$ cat src/sv/emp_pkg.sv
// ----------------------------------------------------------------------------
// emp_pkg: shared constants for the ElGamal engine
// Reset values of the configuration registers, register indexes, status codes.
// ----------------------------------------------------------------------------
`default_nettype none
package emp_pkg;
    localparam int WordWidth = 16;
    localparam int CfgIdxWidth = 2;

    localparam logic [CfgIdxWidth-1:0] REG_PRIME     = 2'd0;
    localparam logic [CfgIdxWidth-1:0] REG_GENERATOR = 2'd1;
    localparam logic [CfgIdxWidth-1:0] REG_PRIVATE   = 2'd2;

    localparam int PrimeReset     = 7919;
    localparam int GeneratorReset = 2;
    localparam int PrivateReset   = 1;

    localparam logic [1:0] STATUS_OK       = 2'd0;
    localparam logic [1:0] STATUS_RANGE    = 2'd1;
    localparam logic [1:0] STATUS_NO_MATCH = 2'd2;
endpackage
`default_nettype wire

$ cat src/sv/emp_modmul.sv
// ----------------------------------------------------------------------------
// emp_modmul: serial modular multiplier
// Computes a*b mod m one bit of b per cycle (shift-add with conditional
// subtract). m is the effective modulus, W+1 bits so 2^W is representable.
// a must be below m (or 1); b may be any W+1 bit value.
// ----------------------------------------------------------------------------
`default_nettype none
module emp_modmul #(
    parameter int W = emp_pkg::WordWidth
) (
    input  wire logic         clk,
    input  wire logic         rst_n,
    input  wire logic         start,
    input  wire logic [W:0]   a,
    input  wire logic [W:0]   b,
    input  wire logic [W:0]   m,
    output logic              done,
    output logic [W:0]        prod
);
    localparam int CW = $clog2(W + 2);

    logic [W:0]    acc_reg, acc_next;
    logic [W:0]    a_reg, b_reg, m_reg;
    logic [CW-1:0] cnt_reg;
    logic          busy_reg, done_reg;
    logic [W+2:0]  dbl, add;

    always_comb
    begin
        dbl = {2'b00, acc_reg} << 1;
        if (dbl >= {2'b00, m_reg})
        begin
            dbl = dbl - {2'b00, m_reg};
        end
        add = dbl;
        if (b_reg[W])
        begin
            add = dbl + {2'b00, a_reg};
        end
        if (add >= {2'b00, m_reg})
        begin
            add = add - {2'b00, m_reg};
        end
        acc_next = add[W:0];
    end

    always_ff @(posedge clk or negedge rst_n)
    begin
        if (!rst_n)
        begin
            busy_reg <= 1'b0;
            done_reg <= 1'b0;
            cnt_reg  <= '0;
        end
        else
        begin
            done_reg <= 1'b0;
            if (start)
            begin
                busy_reg <= 1'b1;
                acc_reg  <= '0;
                a_reg    <= a;
                b_reg    <= b;
                m_reg    <= m;
                cnt_reg  <= CW'(W + 1);
            end
            else if (busy_reg)
            begin
                acc_reg <= acc_next;
                b_reg   <= b_reg << 1;
                cnt_reg <= cnt_reg - CW'(1);
                if (cnt_reg == CW'(1))
                begin
                    busy_reg <= 1'b0;
                    done_reg <= 1'b1;
                end
            end
        end
    end

    assign done = done_reg;
    assign prod = acc_reg;
endmodule
`default_nettype wire

$ cat src/sv/elgamal_mod_prime_cipher.sv
// ----------------------------------------------------------------------------
// elgamal_mod_prime_cipher: ElGamal encrypt / decrypt engine
// Modular exponentiation and decryption search on one serial multiplier.
//
//  channel | direction | signals
//  in      | to block  | in_valid, in_ready, kind, message, nonce, cipher_r, cipher_m
//  out     | from block| out_valid, out_ready, out_r, out_m, plain_out, public_key, status
//  cfg     | to block  | cfg_we, cfg_index, cfg_data
//
// Multiplies run on the shared multiplier. An exponentiation takes up to
// 2*W+1 multiplies (base reduction, then one square and at most one multiply
// per exponent bit). Encrypt runs three exponentiations and one multiply
// (only the first exponentiation if the range check fails); decrypt runs two,
// then searches by running addition, one candidate per cycle, up to p-1 of them.
// Reset clears control; config returns to its reset values.
// in_ready is low while an item is in work or its result waits for out_ready.
// ----------------------------------------------------------------------------
`default_nettype none
module elgamal_mod_prime_cipher #(
    parameter int WORD_WIDTH = emp_pkg::WordWidth
) (
    input  wire logic                          clk,
    input  wire logic                          rst_n,
    input  wire logic                          in_valid,
    output logic                               in_ready,
    input  wire logic                          kind,
    input  wire logic [15:0]                   message,
    input  wire logic [15:0]                   nonce,
    input  wire logic [15:0]                   cipher_r,
    input  wire logic [15:0]                   cipher_m,
    output logic                               out_valid,
    input  wire logic                          out_ready,
    output logic [15:0]                        out_r,
    output logic [15:0]                        out_m,
    output logic [15:0]                        plain_out,
    output logic [15:0]                        public_key,
    output logic [1:0]                         status,
    input  wire logic                          cfg_we,
    input  wire logic [emp_pkg::CfgIdxWidth-1:0] cfg_index,
    input  wire logic [WORD_WIDTH-1:0]         cfg_data
);
    localparam int W  = WORD_WIDTH;
    localparam int EW = $clog2(W + 1);

    typedef enum logic [3:0] {
        S_IDLE, S_PUB, S_CHECK, S_SHARED, S_GK, S_MMUL, S_DECPOW,
        S_SEARCH, S_OUT, S_EXP_SQ, S_EXP_WAIT
    } state_t;

    state_t        state_reg, ret_reg;
    logic [W-1:0]  prime_reg, gen_reg, priv_reg;
    logic          kind_reg;
    logic [W-1:0]  msg_reg, nonce_reg, cr_reg, cm_reg;
    logic [W:0]    mod_reg;
    logic [W:0]    pub_reg, shared_reg, r_reg, s_reg, m_out_reg, plain_reg;
    logic [1:0]    status_reg;

    // exponentiation engine state
    logic [W:0]    acc_reg, sq_reg;
    logic [W-1:0]  e_reg;
    logic [EW-1:0] bit_reg;
    logic          phase_reg;          // 0: multiply acc, 1: square
    logic [W:0]    res_reg;

    // search
    logic [W:0]    n_reg, sn_reg;

    // multiplier
    logic          mul_start;
    logic [W:0]    mul_a, mul_b, mul_out;
    logic          mul_done;
    logic [W:0]    mul_a_reg, mul_b_reg;
    logic          mul_go_reg;

    assign mul_start = mul_go_reg;
    assign mul_a = mul_a_reg;
    assign mul_b = mul_b_reg;

    emp_modmul #(.W(W)) u_mul (
        .clk   (clk),
        .rst_n (rst_n),
        .start (mul_start),
        .a     (mul_a),
        .b     (mul_b),
        .m     (mod_reg),
        .done  (mul_done),
        .prod  (mul_out)
    );

    logic [W:0] eff_mod;
    logic [W+1:0] sn_add;
    assign eff_mod = (prime_reg == '0) ? {1'b1, {W{1'b0}}} : {1'b0, prime_reg};
    always_comb
    begin
        sn_add = {1'b0, sn_reg} + {1'b0, s_reg};
        if (sn_add >= {1'b0, mod_reg})
        begin
            sn_add = sn_add - {1'b0, mod_reg};
        end
    end

    logic enc_bad;
    assign enc_bad = ({1'b0, msg_reg} >= mod_reg) || (nonce_reg == '0) ||
                     (mod_reg < (W+1)'(3)) || ({1'b0, nonce_reg} > mod_reg - (W+1)'(2));

    always_ff @(posedge clk or negedge rst_n)
    begin
        if (!rst_n)
        begin
            state_reg  <= S_IDLE;
            ret_reg    <= S_IDLE;
            prime_reg  <= W'(emp_pkg::PrimeReset);
            gen_reg    <= W'(emp_pkg::GeneratorReset);
            priv_reg   <= W'(emp_pkg::PrivateReset);
            mul_go_reg <= 1'b0;
            phase_reg  <= 1'b0;
            bit_reg    <= '0;
        end
        else
        begin
            mul_go_reg <= 1'b0;
            if (cfg_we)
            begin
                case (cfg_index)
                    emp_pkg::REG_PRIME:     prime_reg <= cfg_data;
                    emp_pkg::REG_GENERATOR: gen_reg   <= cfg_data;
                    emp_pkg::REG_PRIVATE:   priv_reg  <= cfg_data;
                    default: ;
                endcase
            end
            case (state_reg)
                S_IDLE:
                begin
                    if (in_valid)
                    begin
                        kind_reg   <= kind;
                        msg_reg    <= W'(message);
                        nonce_reg  <= W'(nonce);
                        cr_reg     <= W'(cipher_r);
                        cm_reg     <= W'(cipher_m);
                        mod_reg    <= eff_mod;
                        m_out_reg  <= '0;
                        r_reg      <= '0;
                        plain_reg  <= '0;
                        status_reg <= emp_pkg::STATUS_OK;
                        // pub = g^x
                        sq_reg     <= {1'b0, gen_reg};
                        e_reg      <= priv_reg;
                        ret_reg    <= S_PUB;
                        state_reg  <= S_EXP_SQ;
                        phase_reg  <= 1'b0;
                    end
                end
                // reduce base: 1*base mod m with the base shifted in bit by bit
                S_EXP_SQ:
                begin
                    mul_a_reg  <= (W+1)'(1);
                    mul_b_reg  <= sq_reg;
                    mul_go_reg <= 1'b1;
                    acc_reg    <= (W+1)'(1);
                    bit_reg    <= EW'(W);
                    phase_reg  <= 1'b1;
                    state_reg  <= S_EXP_WAIT;
                end
                S_EXP_WAIT:
                begin
                    if (mul_done)
                    begin
                        if (phase_reg)
                        begin
                            sq_reg <= mul_out;
                            if (bit_reg == '0 || e_reg == '0)
                            begin
                                res_reg   <= acc_reg;
                                state_reg <= ret_reg;
                            end
                            else if (e_reg[0])
                            begin
                                mul_a_reg  <= acc_reg;
                                mul_b_reg  <= mul_out;
                                mul_go_reg <= 1'b1;
                                phase_reg  <= 1'b0;
                            end
                            else
                            begin
                                e_reg      <= e_reg >> 1;
                                bit_reg    <= bit_reg - EW'(1);
                                mul_a_reg  <= mul_out;
                                mul_b_reg  <= mul_out;
                                mul_go_reg <= 1'b1;
                            end
                        end
                        else
                        begin
                            acc_reg    <= mul_out;
                            e_reg      <= e_reg >> 1;
                            bit_reg    <= bit_reg - EW'(1);
                            mul_a_reg  <= sq_reg;
                            mul_b_reg  <= sq_reg;
                            mul_go_reg <= 1'b1;
                            phase_reg  <= 1'b1;
                        end
                    end
                end
                S_PUB:
                begin
                    pub_reg <= res_reg;
                    if (kind_reg)
                    begin
                        sq_reg    <= {1'b0, cr_reg};
                        e_reg     <= priv_reg;
                        ret_reg   <= S_DECPOW;
                        state_reg <= S_EXP_SQ;
                    end
                    else
                    begin
                        state_reg <= S_CHECK;
                    end
                end
                S_CHECK:
                begin
                    if (enc_bad)
                    begin
                        status_reg <= emp_pkg::STATUS_RANGE;
                        state_reg  <= S_OUT;
                    end
                    else
                    begin
                        sq_reg    <= pub_reg;
                        e_reg     <= nonce_reg;
                        ret_reg   <= S_SHARED;
                        state_reg <= S_EXP_SQ;
                    end
                end
                S_SHARED:
                begin
                    shared_reg <= res_reg;
                    sq_reg     <= {1'b0, gen_reg};
                    e_reg      <= nonce_reg;
                    ret_reg    <= S_GK;
                    state_reg  <= S_EXP_SQ;
                end
                S_GK:
                begin
                    r_reg      <= res_reg;
                    mul_a_reg  <= {1'b0, msg_reg};
                    mul_b_reg  <= shared_reg;
                    mul_go_reg <= 1'b1;
                    state_reg  <= S_MMUL;
                end
                S_MMUL:
                begin
                    if (mul_done)
                    begin
                        m_out_reg <= mul_out;
                        state_reg <= S_OUT;
                    end
                end
                S_DECPOW:
                begin
                    // s may be 1 unreduced only when m=1; search range is empty then
                    s_reg     <= res_reg;
                    n_reg     <= (W+1)'(1);
                    sn_reg    <= '0;
                    state_reg <= S_SEARCH;
                end
                S_SEARCH:
                begin
                    if (n_reg >= mod_reg)
                    begin
                        status_reg <= emp_pkg::STATUS_NO_MATCH;
                        state_reg  <= S_OUT;
                    end
                    else if (sn_add[W:0] == {1'b0, cm_reg})
                    begin
                        plain_reg <= n_reg;
                        state_reg <= S_OUT;
                    end
                    else
                    begin
                        sn_reg <= sn_add[W:0];
                        n_reg  <= n_reg + (W+1)'(1);
                    end
                end
                S_OUT:
                begin
                    if (out_ready)
                    begin
                        state_reg <= S_IDLE;
                    end
                end
                default: state_reg <= S_IDLE;
            endcase
        end
    end

    assign in_ready   = (state_reg == S_IDLE);
    assign out_valid  = (state_reg == S_OUT);
    assign out_r      = 16'(r_reg);
    assign out_m      = 16'(m_out_reg);
    assign plain_out  = 16'(plain_reg);
    assign public_key = 16'(pub_reg);
    assign status     = status_reg;

    ap_excl: assert property (@(posedge clk) disable iff (!rst_n)
        !(in_ready && out_valid)) else $error("ready and valid together");
    ap_status: assert property (@(posedge clk) disable iff (!rst_n)
        out_valid && status != emp_pkg::STATUS_OK |-> out_r == '0 && out_m == '0)
        else $error("nonzero cipher on error");
    ap_hold: assert property (@(posedge clk) disable iff (!rst_n)
        out_valid && !out_ready |=> out_valid && $stable(plain_out))
        else $error("result dropped");
endmodule
`default_nettype wire

$ cat config.mk
export PLATFORM = sky130hd
export DESIGN_NAME = elgamal_mod_prime_cipher
export DESIGN_NICKNAME = d
export VERILOG_FILES = /design/src/sv/emp_pkg.sv /design/src/sv/emp_modmul.sv /design/src/sv/elgamal_mod_prime_cipher.sv
export SDC_FILE = /design/constraint.sdc
export NUM_CORES = 1
export LEC_CHECK = 0
export BUFFER_PORTS_ARGS = -buffer_cell sky130_fd_sc_hd__buf_2
export CORE_ASPECT_RATIO = 1.4
export CORE_MARGIN = 2
export CORE_UTILIZATION = 56
export CTS_BUF_LIST = sky130_fd_sc_hd__clkbuf_16
export DETAILED_ROUTE_END_ITERATION = 7
export GPL_ROUTABILITY_DRIVEN = 0
export PLACE_DENSITY = 0.84
export SLEW_MARGIN = 20
export SYNTH_ARGS = -nofsm -noshare
export SYNTH_HDL_FRONTEND = slang
export SYNTH_HIERARCHICAL = 1
export SYNTH_SLANG_ARGS = --single-unit
$ cat constraint.sdc
create_clock -name clk -period 6.85 [get_ports clk]
set_input_delay 2.055 -clock clk [delete_from_list [all_inputs] [get_ports clk]]
set_output_delay 2.055 -clock clk [all_outputs]
set_load 0.05 [all_outputs]
Word level (Yosys, flattened, before mapping)
Cells that the tools add are included. Widths: inputs -> output; s select.

Magnitude comparators: 7. Add/sub/neg operators: 9. Mux-type cells: 89. Eq/ne operators: 31. Reduce and logical (&&, ||, !) cells: 46.

Operator list (count): $mux 17 (24); $mux 16 (11); $pmux 17 s2 (3); $pmux 17 s3 (2); $pmux 16 s2 (3); $pmux 17 s5 (1); $pmux 16 s5 (1); $logic_not 16->1 (3); $mux 4 (12); $pmux 4 s11 (1); $mux 19 (2); $ge 18x17->1 (2); $sub 17x17->17 (2); $mux 5 (6); $reduce_and 4->1 (6); $ne 2x2->1 const B (11); $reduce_and 7->1 (3); $add 19x17->19 (1); $ge 19x17->1 (1); $sub 18x17->19 (1); $add 17x17->18 (1); $add 17x1->17 const B (1); $eq 17x16->1 (1); $ge 16x17->1 (1); other kinds (34) (82).

Bits in registers: 456. Output and inout bits: 68. Word-level logic and storage cells: 220. Bits of input ports: 88.

Depth between registers and ports, before layout
Depth after elaboration: 7. Depth in mapped cells: 32. Depth with buffers taken out: 29.

Cells and area by module
Netlist, hierarchy kept.

By module, submodules not included: elgamal_mod_prime_cipher (area each 18834.3 um^2, instances 1, sequential area each 11116.9 um^2, cells an instance 1536); emp_modmul (area each 5911.9 um^2, instances 1, sequential area each 2217.1 um^2, cells an instance 582).

Worst setup path after synthesis
OpenSTA, ideal clock, no wires.

Kind: reg-to-reg. Start: register u_mul.acc_reg[11] (netlist: u_mul/prod[11]). End: register u_mul.acc_reg[13] (netlist: u_mul/prod[13]), data pin. Data required time: 6.574 ns. Stages on the path, launching flop included: 30. Path buffers: 3. Clock period less this slack: 6.460 ns. Library setup time: 0.276 ns. Slack: 0.390 ns. Arrival: 6.184 ns. Cells stage by stage: edfxtp_1 -> ha_1 -> buf_2 -> and3_1 -> o211ai_1 -> a21boi_1 -> a211o_1 -> nor2_2 -> mux2_2 -> ha_1 -> clkbuf_1 -> a211oi_1 -> o21ai_1 -> a31o_2 -> or2_2 -> a311oi_1 -> xnor2_1 -> mux2_2 -> ha_1 -> nand3_1 -> or4_1 -> o21bai_1 -> nor3_1 -> o211ai_1 -> o211ai_1 -> nand4b_1 -> o21a_2 -> buf_12 -> mux2i_1 -> a211oi_1.

Cells in the longest elaborated chain, start to end: 7. Elaborated cells between the ends (all ways): 9. Those cells by class: 3 x add/sub; 2 x order compare; 4 x mux.

RTL lines: start: declaration (line emp_modmul.sv:22) `logic [W:0] acc_reg, acc_next;`; start signal: assignment (line emp_modmul.sv:69) `acc_reg <= acc_next;`; $sub 18x17->19 / $ge 18x17->1 (equally long branches) (line emp_modmul.sv:33, emp_modmul.sv:31); $mux 19 (*) (line emp_modmul.sv:31) `if (dbl >= {2'b00, m_reg})`; $add 19x17->19 (line emp_modmul.sv:38) `add = dbl + {2'b00, a_reg};`; $mux 19 (*) (line emp_modmul.sv:36) `if (b_reg[W])`; $sub 17x17->17 / $ge 19x17->1 (equally long branches) (line emp_modmul.sv:42, emp_modmul.sv:40); $mux 17 (*) (line emp_modmul.sv:40) `if (add >= {2'b00, m_reg})`; $mux 17 (*) (line emp_modmul.sv:67) `else if (busy_reg)`.

Mark *: on every way between the ends. The rest lies on a longest branch, timed or not. A chain may end at the register's enable or synchronous reset.

Worst setup path after layout
Start: register u_mul.acc_reg[11] (netlist: u_mul/prod[11]). End: register u_mul.acc_reg[0] (netlist: u_mul/prod[0]), data pin.

Cells in the longest elaborated chain, start to end: 7. Elaborated cells between the ends (all ways): 9. Those cells by class: 3 x add/sub; 2 x order compare; 4 x mux.

RTL lines (line): $sub 18x17->19 / $ge 18x17->1 (equally long branches) (emp_modmul.sv:33, emp_modmul.sv:31); $mux 19 (*) (emp_modmul.sv:31); $add 19x17->19 (emp_modmul.sv:38); $mux 19 (*) (emp_modmul.sv:36); $ge 19x17->1 / $sub 17x17->17 (equally long branches) (emp_modmul.sv:40, emp_modmul.sv:42); $mux 17 (*) (emp_modmul.sv:40); $mux 17 (*) (emp_modmul.sv:67).

Marked as above.

==> impl_metrics.json <==
{
  "synthXorXnorAreaFrac_pct": 4.40,
  "hpwl_um": 52400,
  "setup_viol": 0,
  "startpoint": "u_mul/prod[11]$_SDFFCE_PP0P_",
  "routed_via_density": 6.60,
  "fmax_mhz": 148,
  "worstPathMaxFanout": 8,
  "placed_area_um2": 26100,
  "fp.coreArea_um2": 43800,
  "drc": 0,
  "yosys.area_share.simple_pct": 12.0,
  "tightest_slew_ns": 1.09,
  "ctsHoldBuffers": 0,
  "die_area_um2": 45900,
  "crit_end": "u_mul/prod[0]$_SDFFCE_PP0P_",
  "avgRoutedWirePerCell_um": 25.2,
  "cts_sinks": 455,
  "syn_inst": 2118,
  "synthMuxAreaShare_pct": 5.36,
  "status": "finished clean",
  "yosys-top-cells-count": "386 x edfxtp_1, 184 x nand2_1, 141 x ha_1",
  "cellPowerDensity_nw_per_um2": 508,
  "grt_pass1_wl_um": 107000,
  "syn2layout_area_growth_pct": 12.9,
  "clock_skew_ns": 0.0277,
  "r2r-end": "u_mul/prod[0]$_SDFFCE_PP0P_",
  "final_core_util_pct": 63.7,
  "clk_pin_slew_ns": 0.07,
  "stdcell_area_um2": 27900,
  "htree_num_levels": 2,
  "pre_cts_slack_ns": -0.167,
  "die_h_um": 253,
  "ys_types": 91,
  "cts_buffer_depth": 3,
  "synth.most_common_cell": "edfxtp_1",
  "r2r_cells": 30,
  "worstSetupStartpointType": "flip-flop",
  "synth-adder-area-share_pct": 7.53,
  "fillers": 3113,
  "max_cap_violations": 0,
  "hold_violations": 0,
  "clkLatencyLatePin_ns": 0.57,
  "drt-total-wl_um": 72200,
  "worstReg2RegStart": "u_mul/prod[11]$_SDFFCE_PP0P_",
  "drive_above_1_share_pct": 20.5,
  "ant_nets": 0,
  "nets": 2509,
  "layout_min_cycle_time_ns": 6.76,
  "fin_ws_ns": 0.0881,
  "relSlewSlack_pct": 27.2,
  "timing.final.crit_share_pct": 98.7,
  "first_pass_iters": 6,
  "fin_total_pwr_mw": 14.2,
  "finalMaxSlewViolations": 0,
  "syn_area_um2": 24700,
  "io_pins": 156,
  "crit_path_end_kind": "flip-flop",
  "fp-row-count": 91,
  "die_width_um": 182,
  "yosys.area.top_type_share_pct": 46.8,
  "critPathRequiredTime_ns": 7.12,
  "grt_max_degree": 56,
  "synth_compound_area_share_pct": 13.3,
  "synth_top_family_by_area": "compound AO/OA/AOI/OAI gates",
  "overflow": 0,
  "antenna_found_initial": 2,
  "ys_seq_area_share_pct": 53.9,
  "drt-initial-drc-count": 2203,
  "cts_tree": "done",
  "cp.arrival_ns": 7.03,
  "vias": 18900,
  "ys_ff_latch": 455,
  "hp-class": "reg -> reg",
  "yosys-top-cells-area": "edfxtp_1 47%, ha_1 7.1%, dfrtp_1 5.7%",
  "crit_slowest_cell": "edfxtp_1",
  "timing_worst_setup_path_type": "reg -> reg",
  "rrSetupSlack_ns": 0.09,
  "start_util_pct": 56.5,
  "port_buffers": 155,
  "grt_usage_pct": 30.8,
  "synth_edf_count": 386,
  "ys_warn_count": 6,
  "syn-num-nets": 2352,
  "critPathMaxStageDelay_ns": 0.41,
  "synthFlopType": "edfxtp_1",
  "numCtsBuffers": 42,
  "p_leak_nw": 10.8,
  "synth_top_area_cell": "edfxtp_1",
  "tns_ns": 0,
  "crit_top_cell": "nor2_1",
  "grt_pass1_vias": 18800,
  "ctsRootBufferMaster": "clkbuf_16",
  "ys_async_sr_fraction_pct": 15.2,
  "ir_drop_mv": 0.322,
  "synth_area_per_cell_um2": 11.7
}
## final cells by class
cell class,instances,area [um^2],area share [%]
Antenna cell,2,5.00,0.0179
Clock buffer,45,1130,4.03
Tap cell,558,698,2.50
Multi-Input combinational cell,1465,10800,38.8
Inverter,87,327,1.17
Timing Repair Buffer,224,1330,4.75
Clock inverter,33,292,1.04
Sequential cell,455,13300,47.7
## routing by layer
metal / global-route usage (%) / part of all wire, % / wire length (um)
met3: 4.94 / 8.5 / 6170
met2: 54.1 / 49 / 35600
met4: 24.6 / 9.2 / 6670
met5: 0 / 0 / 0
met1: 32.9 / 33 / 23800
## report_power, final
| part | internal, mW | leakage [nW] | switching (mW) |
|---|---|---|---|
| Sequential | 3.73 | 4.31 | 0.343 |
| Combinational | 3.22 | 5.79 | 4.49 |
| Clock | 1.35 | 0.717 | 1.06 |
| Total | 8.30 | 10.8 | 5.90 |
## cell families after synthesis
family | count (synthesis)
simple gates | 601
compound gates | 478
flops | 455
buf+inv | 198
fa+ha+maj | 146
mux | 122
xor+xnor | 118
## critical path: cells and delay by family (launching register included)
family / cells / cell delay [ns]
compound gates: 13 / 2.80
xor+xnor: 1 / 0.14
buf+inv: 4 / 0.60
fa+ha+maj: 3 / 0.94
flops: 1 / 0.41
simple gates: 9 / 1.58
## how the worst min path moves through the flow
stage                              startpoint                        end  cells after the start  slack (ns)
after floorplan            mul_a[0]$_DFFE_PP_   u_mul/a_reg[0]$_DFFE_PP_                      0        0.40
after global placement     mul_a[7]$_DFFE_PP_   u_mul/a_reg[7]$_DFFE_PP_                      0        0.40
after detailed placement   mul_a[1]$_DFFE_PP_   u_mul/a_reg[1]$_DFFE_PP_                      0        0.40
after CTS                 mul_a[14]$_DFFE_PP_  u_mul/a_reg[14]$_DFFE_PP_                      0        0.42
after global routing      mul_a[14]$_DFFE_PP_  u_mul/a_reg[14]$_DFFE_PP_                      0        0.42
final                     mul_a[14]$_DFFE_PP_  u_mul/a_reg[14]$_DFFE_PP_                      0        0.42
## cells in the final DEF, fill, tap and decap left out, drive strengths merged, types with 9 or more instances in the layout
master	Yosys	routed
dfstp	13	13
nor3	30	30
inv	87	99
dfrtp	56	56
or2	13	13
xnor2	67	67
nand2b	17	17
a21o	31	31
nor2	138	138
o21bai	10	10
xor2	47	47
edfxtp	386	386
clkinv	0	13
a21oi	104	104
nand3	36	36
o211ai	23	23
mux2i	40	40
and3	29	29
and2	57	57
o21a	27	27
nand4	21	21
buf	37	224
nor2b	21	21
a211oi	35	35
clkbuf	74	45
a22oi	28	28
nor4	23	23
ha	141	141
a31oi	15	15
o21ai	101	101
a221oi	17	17
o31ai	9	9
mux2	82	82
nand2	184	184
## through the flow
step | instances | hold slack [ns]
after global routing | 2867 | 0.425
after floorplan | 2118 | 0.400
after detailed placement | 2776 | 0.405
after CTS | 2857 | 0.417
after global placement | 2776 | 0.403
final | 2869 | 0.416
## timing repair
item / in CTS / in global routing
pin swaps: 3 / 23
endpoints found under the setup margin: 17 / 17
setup buffers: 3 / 10
resized for setup: 8 / 55
(Power assumes the default switching activity.)
